===== src/rtl/core/ntis_pkg.sv =====
// ----------------------------------------------------------------------------
// Name table package
// Command and status codes, the stored entry type and the cell control type.
// ----------------------------------------------------------------------------
`default_nettype none

package ntis_pkg;

  // Command carried by one input transaction.
  typedef enum logic [1:0] {
    CMD_CREATE = 2'd0,
    CMD_DELETE = 2'd1,
    CMD_SEARCH = 2'd2,
    CMD_LIST   = 2'd3
  } cmd_e;

  // Status carried by one result transaction.
  typedef enum logic [1:0] {
    ST_OK       = 2'd0,
    ST_NOTFOUND = 2'd1,
    ST_FULL     = 2'd2,
    ST_EMPTY    = 2'd3
  } status_e;

  localparam int unsigned WORD_W = 64;
  localparam int unsigned SLOT_W = 5;

  // One stored name, three words of eight bytes each.
  typedef struct packed {
    logic [WORD_W-1:0] w2;
    logic [WORD_W-1:0] w1;
    logic [WORD_W-1:0] w0;
  } entry_t;

  // Broadcast control for every cell of the chain.
  typedef struct packed {
    logic shift;   // cells below the position take their upper neighbor
    logic ins_en;  // the cell at the position takes the insert data
  } cell_ctrl_t;

endpackage

`default_nettype wire


===== src/rtl/core/ntis_cell.sv =====
// ----------------------------------------------------------------------------
// Name table cell
// Holds one entry; shifts from its upper neighbor or loads insert data.
// ----------------------------------------------------------------------------
`default_nettype none

module ntis_cell #(
  parameter int unsigned POS_W = 6,
  parameter int unsigned INDEX = 0
) (
  input  wire logic                clk_i,
  input  wire ntis_pkg::cell_ctrl_t ctrl_i,
  input  wire logic [POS_W-1:0]    pos_i,
  input  wire ntis_pkg::entry_t    next_i,
  input  wire ntis_pkg::entry_t    ins_i,
  output ntis_pkg::entry_t         ent_o
);

  localparam logic [POS_W-1:0] MY_IDX = POS_W'(INDEX);

  ntis_pkg::entry_t ent_d, ent_q;
  logic             below, at_pos;

  // Position decode against the broadcast position.
  assign below  = (MY_IDX < pos_i);
  assign at_pos = (MY_IDX == pos_i);

  // Next entry: shift down, insert, or hold.
  always_comb begin
    ent_d = ent_q;
    if (ctrl_i.shift && below) begin
      ent_d = next_i;
    end else if (ctrl_i.ins_en && at_pos) begin
      ent_d = ins_i;
    end
  end

  // Entry storage holds payload only and needs no reset.
  always_ff @(posedge clk_i) begin
    ent_q <= ent_d;
  end

  assign ent_o = ent_q;

endmodule

`default_nettype wire


===== config.mk =====
export PLATFORM = sky130hd
export DESIGN_NAME = ntis_cell
export DESIGN_NICKNAME = d
export VERILOG_FILES = /design/src/rtl/core/ntis_pkg.sv /design/src/rtl/core/ntis_cell.sv
export SDC_FILE = /design/constraint.sdc
export NUM_CORES = 1
export LEC_CHECK = 0
export BUFFER_PORTS_ARGS = -buffer_cell sky130_fd_sc_hd__buf_2
export CAP_MARGIN = 15
export CORE_AREA = 5 5 227 229
export CTS_CLUSTER_DIAMETER = 200
export CTS_CLUSTER_SIZE = 20
export DETAILED_ROUTE_END_ITERATION = 16
export DIE_AREA = 0 0 232 234
export MAX_ROUTING_LAYER = met4
export SLEW_MARGIN = 20
export SYNTH_ARGS = -nofsm -noshare
export SYNTH_HDL_FRONTEND = slang
export SYNTH_SLANG_ARGS = --single-unit

===== constraint.sdc =====
create_clock -name clk_i -period 22.1 [get_ports clk_i]
set_clock_uncertainty 0.05 [all_clocks]
set_input_delay 2.21 -clock clk_i [delete_from_list [all_inputs] [get_ports clk_i]]
set_output_delay 2.21 -clock clk_i [all_outputs]
set_load 0.01 [all_outputs]

Word level (Yosys, flattened, before mapping):

Cells that the tools add are included.

* reductions and logical operators: 4
* mux-type cells: 2
* magnitude comparators: 1

Operator list (count)
* 2-to-1 mux 192 bit: 2
* zero test 6 bit: 1
* < comparator 1 x 6 -> 1 bit (first input constant): 1
* logical AND 1 bit: 2
* nonzero test 2 bit: 1

* flip-flop bits (word level): 192

Depth between registers and ports, before layout:

Gate-level depths: netlist of run 1.

* depth in word-level cells: 4
* depth in mapped cells: 5

Least setup slack after synthesis of run 1:

Ideal clock, no wire load.

* path type: input-to-reg
* from: in pos_i[0]
* to: reg ent_q (netlist bit ent_o[0]) (enable)
* cell stages on the path: 2
* data required time: 21.024 ns
* path buffers: 0
* path slack: 4.266 ns
* data arrival time: 16.759 ns
* cell sequence: or4_4 -> o31ai_1

* longest elaborated chain between the ends: 3
* elaborated cells on any way between the ends: 5

Ends and longest elaborated chain
* start: declaration: RTL line ntis_cell.sv:13 `input wire logic [POS_W-1:0] pos_i,`
* < comparator 1 x 6 -> 1 bit / zero test 6 bit (equally long branches): RTL line ntis_cell.sv:25, ntis_cell.sv:26
* logical AND 1 bit, on equally long branches: RTL line ntis_cell.sv:31, ntis_cell.sv:33
* nonzero test 2 bit (no source line) (*)
* end signal: assignment: RTL line ntis_cell.sv:40 `ent_q <= ent_d;`
* end: declaration: RTL line ntis_cell.sv:21 `ntis_pkg::entry_t ent_d, ent_q;`

Every way passes the cells marked *; elsewhere a longest branch is shown, timed or not.
A chain may end at the register's enable or synchronous reset.

==> results by group, run 1 <==
Cells and area
  • Final Cell Area: ~12000 sq um
  • Share of layout cells above drive strength 1: 0.667
  • Number of flip-flops in the largest register: 192
  • Syn-to-layout area delta: 50.2%
  • Nets@finish: around 1400

Synthesis
  • Syn Area/Cell: around 20 sq um
  • Syn Inst Count: a little over 400
  • Yosys reg bits: ~190
  • Distinct cells, synth: 11
  • Most instantiated cells after synthesis: 192 x edfxtp_1, 141 x mux2_1, 51 x mux2_2, 11 x buf_8, 8 x buf_6
  • Synth top area cells: edfxtp_1 70%, mux2_1 19%, mux2_2 7.0%
  • Primary FF master, synth: edfxtp_1
  • Yosys top cell area share: 0.700
  • Cell taking the most area after synthesis: edfxtp_1
  • Post-Synthesis Cell Area: 8240 sq um
  • Sequential-to-total area share from yosys stat: 0.700
  • Top-count cell post-synth: edfxtp_1
  • YS warnings: 0
  • Post-synth EDFFs: around 190
  • Post-synth ARST share: 0
  • Syn Nets: around 800

Global route
  • Total track usage: 0.100
  • Total gr overflow: 0
  • Antenna violations before repair: 1
  • Largest net degree at the start of global routing: 76
  • Global-route wire length before repair: 38400 um
  • Number of global-route vias before repair: 6408

Outcome
  • Outcome: complete, no violations

Worst setup path
  • Worst path arrival time: about 5.0 ns
  • Crit path launch type: primary input
  • Worst-path fanout max: between 70 and 80
  • Crit path required time: about 22 ns
  • Crit. End Element: flip-flop
  • Critical path class: in2reg

Detailed routing
  • Routed len/inst: ~17 um
  • Via density: 3.57
  • Final wirelength: ~28000 um
  • Drt drc: 0
  • Initial DRC count: 156
  • Total number of vias: around 6000
  • Antenna Nets Post-Route: 0
  • 1st-pass router iterations: 4

STA
  • Slew headroom: 0.309
  • WHS: slightly below 2 ns
  • Setup_tns: 0 ns
  • Final Hold Fails: 0
  • Achievable Freq: between 200 and 250 MHz
  • Fin crit share: 0.217
  • Slew @ Worst Pin: around 1.0 ns
  • Minimum clock period: 4.80 ns
  • RSZ-0062 raised after global routing: no
  • Slew Limit Fails: 0
  • Setup-failing EPs final: 0

Placement
  • Port bufs: approximately 600
  • DP Area: approximately 12000 sq um
  • Gp weighted congestion: between 0.8 and 0.9
  • HPWL after DPL: between 20000 and 25000 um

Power and ir drop
  • Peak supply drop: 0.0391 mV
  • Cell Pwr Density: 72.8 nW/um^2
  • Leakage power total: about 5.3 nW

Floorplan
  • Die width: 232 um
  • Die area: approximately 54000 sq um
  • Chip Height: between 200 and 250 um
  • Initial Util: 0.167
  • Row count: between 80 and 90
  • Core ar.: approximately 49000 sq um
  • # IOs: about 590

Clock tree
  • TritonCTS Buffers: 17
  • Root Buffer Master: clkbuf_16
  • CTS Buffer Depth: 2
  • CTS H-Tree Depth: 4
  • Postcts setup bufs: 0
  • Clk sink count: around 190
  • CTS Hold Bufs: 0
  • TritonCTS clock tree: yes
  • Count of cells resized by post-cts repair: 0
  • Clock Pin Slew Worst Setup and Hold Paths: 0.07 ns

Min path
  • Min-Delay Path Class: in2reg

Flow run
  • Max-cap violations: 0
-- cell type report --
cell class              count  area (sq um)
repair buffers            591          2980
clock inverters            11           134
well taps                 672           841
diodes                      1          2.50
multi-input cells         196          2220
clock buffers              19           433
flip-flops and latches    192          5770
inverters                   1          3.75
fillers                  5241         37100
-- critical path, cell delays in order --
cell and delay (ns):
buf_2 0.10, or4_4 0.57, o21ai_4 0.18, buf_4 0.53, buf_4 0.84, mux2_1 0.40
-- through the flow --
stage	util	power, mW	cells	setup WS (ns)
global placement	0.239	0.601	1652	16.92
finish	0.250	0.901	1683	17.30
floorplan	-	0.530	410	4.27
CTS	0.250	0.923	1682	17.36
global route	0.250	0.948	1683	17.21
detailed placement	0.239	0.604	1652	16.80
-- metal layers --
layer	track usage	vias to the layer above	share of wire
met2	0.168	361	0.51
met1	0.101	2837	0.36
li1	-	2796	-
met5	-	-	0
met4	0.0388	0	0.012
met3	0.0488	16	0.12
-- power by group --
part	total [mW]	leakage, nW	internal, mW	switching (mW)
combinational	0.138	3.12	0.0680	0.0699
sequential	0.454	1.88	0.444	0.0105
clock	0.309	0.263	0.166	0.142
-- logic make-up (layout without fill, tap and decap cells) --
logic type,count (synthesis),after routing,synth area share
other,0,1,0
muxes,192,192,0.262
buffers and inverters,22,622,0.0327
AOI/OAI and AO/OA,2,2,0.00289
DFF,192,192,0.700
and+or+nand+nor,2,2,0.00213
-- cells in the final DEF, fill, tap and decap left out, types with 2 or more instances in the layout --
master      synthesis  routed
clkinvlp_4          0       4
clkinv_4            0       2
buf_2               2     584
buf_4               0       7
mux2_2             51      51
clkbuf_1            0       2
bufinv_16           0       2
clkbuf_16           0      17
mux2_1            141     141
inv_6               0       3
edfxtp_1          192     192
-- final timing paths --
check             startpoint  slack, ns  cells past startpoint         to
setup / recovery    pos_i[0]      17.30                      6  ent_o[29]
hold / removal    next_i[82]       1.96                      2  ent_o[82]
Power figures use the tool's default switching activity.
==> inputs of run 2 (changes only) <==
clock period = 5 ns   (was 22.1 ns; I/O delays follow)
==> run 2 against run 1 <==
First-iteration DRC count decreased by 18%. Die area unchanged. Clock-buffer cell count unchanged. Final cell count about the same. Critical path depth unchanged. Global-route usage decreased by 0.35 points. Via count decreased by 0.67%. Sequential cell count unchanged. Clock power increased to 4.1 times the previous value. Largest cell class unchanged. Largest power group unchanged.
==> results by group, run 2 (same netlist as run 1, synthesis figures left out) <==
Outcome
  • Outcome: complete, no violations (unchanged)

Global route
  • Antenna violations before repair: 5 (was 1)
  • Number of global-route vias before repair: 6357 (was 6408)
  • Global-route wire length before repair: 37100 um (was 38400 um)
  • Total track usage: 0.0965 (was 0.100)
  • Total gr overflow: 0 (unchanged)
  • Largest net degree at the start of global routing: 107 (was 76)

Clock tree
  • Postcts setup bufs: 0 (unchanged)
  • Root Buffer Master: clkbuf_16 (unchanged)
  • Count of cells resized by post-cts repair: 0 (unchanged)
  • Clk sink count: 192 (unchanged)
  • Clock Pin Slew Worst Setup and Hold Paths: 0.08 ns (was 0.07 ns)
  • CTS H-Tree Depth: 4 (unchanged)
  • TritonCTS Buffers: 17 (unchanged)
  • CTS Buffer Depth: 2 (unchanged)
  • CTS Hold Bufs: 0 (unchanged)
  • TritonCTS clock tree: yes (unchanged)

Detailed routing
  • Routed len/inst: 16.0 um (was 16.6 um)
  • Drt drc: 0 (unchanged)
  • Final wirelength: 26900 um (was 27900 um)
  • Initial DRC count: 128 (was 156)
  • Via density: 3.55 (was 3.57)
  • Total number of vias: 5970 (was 6010)
  • 1st-pass router iterations: 4 (unchanged)
  • Antenna Nets Post-Route: 0 (unchanged)

Floorplan
  • Die area: 54300 sq um (unchanged)
  • Initial Util: 0.167 (unchanged)
  • # IOs: 585 (unchanged)
  • Core ar.: 49500 sq um (unchanged)
  • Row count: 82 (unchanged)
  • Die width: 232 um (unchanged)
  • Chip Height: 234 um (unchanged)

STA
  • Setup_tns: 0 ns (unchanged)
  • Slew Limit Fails: 0 (unchanged)
  • RSZ-0062 raised after global routing: no (unchanged)
  • Minimum clock period: roughly 2.4 ns
  • Slew headroom: 0.446 (was 0.309)
  • Slew @ Worst Pin: 0.830 ns (was 1.04 ns)
  • Fin crit share: 0.473
  • Setup-failing EPs final: 0 (unchanged)
  • Final Hold Fails: 0 (unchanged)
  • Achievable Freq: 423 MHz

Worst setup path
  • Worst-path fanout max: 91 (was 75)
  • Crit path required time: 5.04 ns (was 22.26 ns)
  • Worst path arrival time: 2.40 ns (was 4.96 ns)
  • Crit path launch type: primary input (unchanged)
  • Critical path class: in2reg (unchanged)
  • Crit. End Element: flip-flop (unchanged)

Power and ir drop
  • Peak supply drop: 0.167 mV (was 0.0391 mV)
  • Cell Pwr Density: 315 nW/um^2 (was 72.8 nW/um^2)
  • Leakage power total: 5.26 nW (about the same)

Cells and area
  • Area taken by multi-input logic gates: 2220 sq um (unchanged)
  • Fill count: 5220 (was 5241)
  • Commonest cells after routing, fill and taps aside: 584 x buf_2, 192 x edfxtp_1, 141 x mux2_1 (unchanged)
  • Most common cell after layout, fill and taps aside: buf_2 (unchanged)
  • Sequential cell area: 5770 sq um (unchanged)
  • Number of flip-flops in the largest register: 192 (unchanged)
  • Final Cell Area: 12400 sq um (about the same)
  • Nets@finish: 1389 (was 1392)
  • Syn-to-layout area delta: 50.1% (was 50.2%)
  • Share of layout cells above drive strength 1: 0.667 (about the same)

Flow run
  • Max-cap violations: 0 (unchanged)

Min path
  • Worst Min Path Start: next_i[143] (was next_i[82])
  • Worst hold endpoint: ent_o[143] (was ent_o[82])
  • Hold Crit Depth: 2 (unchanged)
  • Min-Delay Path Class: in2reg (unchanged)

Placement
  • Gp weighted congestion: 0.923 (was 0.864)
  • HPWL after DPL: 22100 um (was 22800 um)
  • DP Area: 11800 sq um (about the same)
  • Port bufs: 584 (unchanged)
run 2: cell count changes in the layout (fill, tap and decap cells not counted):
cell        delta
buf_6          +1
inv_6          -1
clkinv_8       +1
clkinv_2       +4
buf_4          -7
inv_8          +2
buf_12         +3
bufinv_16      -2
clkinvlp_4     -2
run 2: worst max path at each step:
stage	startpoint	endpoint	slack, ns	cells past startpoint
3_3_place_gp	pos_i[0]	ent_o[70]	2.06	6
4_1_cts	pos_i[0]	ent_o[70]	2.51	6
2_1_floorplan	pos_i[0]	ent_o[0]	-1.37	2
6_report	pos_i[0]	ent_o[70]	2.64	6
3_5_place_dp	pos_i[0]	ent_o[70]	1.98	6
5_1_grt	pos_i[0]	ent_o[70]	2.56	6
run 2: worst max-delay path, stage by stage:
cell and delay [ns]:
buf_2 0.09, or4_4 0.57, o21ai_4 0.22, buf_12 0.36, o31ai_4 0.19, buf_6 0.32
run 2: routing by layer:
| metal | wire length, um | GRT usage | vias to the layer above |
|---|---|---|---|
| met1 | 9590 | 0.0992 | 2765 |
| met2 | 13300 | 0.160 | 375 |
| li1 | - | - | 2792 |
| met5 | 0 | - | - |
| met4 | 663 | 0.0423 | 0 |
| met3 | 3270 | 0.0436 | 38 |
run 2: layout make-up:
type	instances	share of cell area
Tap cell	672	0.0680
Multi-Input combinational cell	196	0.179
Clock buffer	19	0.0350
Antenna cell	1	0.000202
Timing Repair Buffer	588	0.242
Inverter	1	0.000304
Sequential cell	192	0.466
Clock inverter	13	0.00880
run 2: through the flow:
stage | hold slack (ns) | utilization | total power, mW | instances | setup WS, ns
finish | 0.263 | 0.250 | 3.90 | 1682 | 2.64
global route | 0.216 | 0.250 | 4.11 | 1682 | 2.56
CTS | 0.200 | 0.250 | 3.99 | 1681 | 2.51
detailed placement | 0.736 | 0.239 | 2.67 | 1649 | 1.98
global placement | 0.730 | 0.239 | 2.66 | 1649 | 2.06
floorplan | 0.651 | - | 2.32 | 410 | -1.37
run 2: where the power goes:
group | total, mW | leakage [nW] | internal (mW) | switching, mW
logic | 0.616 | 3.12 | 0.303 | 0.313
registers | 2.00 | 1.88 | 1.96 | 0.0429
clock network | 1.28 | 0.264 | 0.646 | 0.631
==> inputs of run 3 (changes only) <==
clock period = 2.3 ns   (was 5 ns; I/O delays follow)
==> run 3 against run 2 <==
The flow now stops in clock tree synthesis. Synthesized cell count is the same. Area after synthesis is the same.
==> results by group, run 3 <==
Clock tree
  • Root Buffer Master: clkbuf_16 (unchanged)
  • Clk sink count: 192 (unchanged)
  • CTS H-Tree Depth: 4 (unchanged)
  • TritonCTS Buffers: 17 (unchanged)
  • CTS Hold Bufs: 348 (was 0)
  • CTS Buffer Depth: 2 (unchanged)
  • Count of cells resized by post-cts repair: 0 (unchanged)
  • Postcts setup bufs: 0 (unchanged)

Synthesis
  • YS warnings: 0 (unchanged)
  • Post-synth EDFFs: 192 (unchanged)
  • Primary FF master, synth: edfxtp_1 (unchanged)
  • Multiplexer share of the synthesized area: 0.262 (unchanged)
  • Top-count cell post-synth: edfxtp_1 (unchanged)
  • Synth top area cells: edfxtp_1 70%, mux2_1 19%, mux2_2 7.0% (unchanged)
  • Yosys reg bits: 192 (unchanged)
  • Cell taking the most area after synthesis: edfxtp_1 (unchanged)
  • Distinct cells, synth: 11 (unchanged)
  • Yosys top cell area share: 0.700 (unchanged)
  • Xor/xnor share of the synthesized area: 0 (unchanged)
  • Post-Synthesis Cell Area: 8240 sq um (unchanged)
  • Compound-Gate Fraction of Synth Area: 0.00289 (unchanged)
  • Synth Area in Adders: 0 (unchanged)
  • Sequential-to-total area share from yosys stat: 0.700 (unchanged)
  • Main combinational cell family by area after synthesis: multiplexers (unchanged)
  • Syn Inst Count: 410 (unchanged)
  • Most instantiated cells after synthesis: 192 x edfxtp_1, 141 x mux2_1, 51 x mux2_2, 11 x buf_8, 8 x buf_6 (unchanged)
  • Simple-gate share of the synthesized area: 0.00213 (unchanged)
  • Post-synth ARST share: 0 (unchanged)
  • Syn Area/Cell: 20.1 sq um (unchanged)
  • Syn Nets: 803 (unchanged)

Floorplan
  • # IOs: 585 (unchanged)
  • Die width: 232 um (unchanged)
  • Initial Util: 0.167 (unchanged)
  • Row count: 82 (unchanged)
  • Chip Height: 234 um (unchanged)

Outcome
  • Halt Stage: clock tree synthesis
  • Error: [ERROR RSZ-0060] Max buffer count reached.
  • Outcome: did not finish (was complete, no violations)

Placement
  • Port bufs: 584 (unchanged)
  • HPWL after DPL: 24000 um (was 22100 um)
  • Gp weighted congestion: 0.856 (was 0.923)
  • DP Cell Count: 1697 (was 1649)
==> run 3: kinds of logic after synthesis <==
kind of cell / count (synthesis)
mux: 192
flops: 192
buf+inv: 22
compound gates: 2
simple gates: 2
==> run 3: metrics by stage <==
stage	hold slack, ns	area [sq um]	worst slack (ns)	util
2_1_floorplan	0.381	8250	-3.80	-
3_3_place_gp	0.462	12300	0.0702	0.248
3_5_place_dp	0.466	12300	0.0332	0.248
==> inputs of run 4 (changes only) <==
CORE_AREA = 5 5 225 227   (was 5 5 227 229)
CTS_CLUSTER_DIAMETER = default   (was 200)
CTS_CLUSTER_SIZE = default   (was 20)
DIE_AREA = 0 0 230 232   (was 0 0 232 234)
MAX_ROUTING_LAYER = default   (was met4)
PLACE_DENSITY_LB_ADDON = 0.15   (was default)
==> run 4 against run 3 <==
The run again fails in clock tree synthesis. Area after synthesis unchanged. Synthesized cell count unchanged.
==> results by group, run 4 <==
Outcome
  • Halt Stage: clock tree synthesis (unchanged)
  • Outcome: did not finish (unchanged)
  • Error: [ERROR RSZ-0060] Max buffer count reached. (unchanged)

Clock tree
  • CTS Hold Bufs: 334 (was 348)
  • Clk sink count: 192 (unchanged)
  • CTS H-Tree Depth: 4 (unchanged)
  • TritonCTS Buffers: 17 (unchanged)
  • Root Buffer Master: clkbuf_16 (unchanged)
  • CTS Buffer Depth: 2 (unchanged)
  • Count of cells resized by post-cts repair: 0 (unchanged)
  • Postcts setup bufs: 0 (unchanged)

Synthesis
  • Distinct cells, synth: 11 (unchanged)
  • Most instantiated cells after synthesis: 192 x edfxtp_1, 141 x mux2_1, 51 x mux2_2, 11 x buf_8, 8 x buf_6 (unchanged)
  • Top-count cell post-synth: edfxtp_1 (unchanged)
  • Sequential-to-total area share from yosys stat: 0.700 (unchanged)
  • Post-Synthesis Cell Area: 8240 sq um (unchanged)
  • Yosys top cell area share: 0.700 (unchanged)
  • Multiplexer share of the synthesized area: 0.262 (unchanged)
  • Synth Area in Adders: 0 (unchanged)
  • Syn Area/Cell: 20.1 sq um (unchanged)
  • YS warnings: 0 (unchanged)
  • Main combinational cell family by area after synthesis: multiplexers (unchanged)
  • Synth top area cells: edfxtp_1 70%, mux2_1 19%, mux2_2 7.0% (unchanged)
  • Compound-Gate Fraction of Synth Area: 0.00289 (unchanged)
  • Cell taking the most area after synthesis: edfxtp_1 (unchanged)
  • Post-synth EDFFs: 192 (unchanged)
  • Simple-gate share of the synthesized area: 0.00213 (unchanged)
  • Primary FF master, synth: edfxtp_1 (unchanged)
  • Xor/xnor share of the synthesized area: 0 (unchanged)
  • Syn Nets: 803 (unchanged)
  • Yosys reg bits: 192 (unchanged)
  • Syn Inst Count: 410 (unchanged)
  • Post-synth ARST share: 0 (unchanged)

Placement
  • HPWL after DPL: 24300 um (was 24000 um)
  • Port bufs: 584 (unchanged)
  • Gp weighted congestion: 0.770 (was 0.856)
  • Pre-CTS setup slack: 0.0644 ns (was 0.0332 ns)

Floorplan
  • Chip Height: 232 um (was 234 um)
  • Initial Util: 0.170 (was 0.167)
  • Row count: 81 (was 82)
  • # IOs: 585 (unchanged)
  • Die width: 230 um (was 232 um)
## run 4: cells by family after synthesis
| family | Yosys count |
|---|---|
| buf+inv | 22 |
| simple gates | 2 |
| compound gates | 2 |
| mux | 192 |
| flops | 192 |
## run 4: metrics by stage
step / instances / instance area, sq um
after floorplan: 410 / 8250
after global placement: 1631 / 12200
after detailed placement: 1631 / 12200
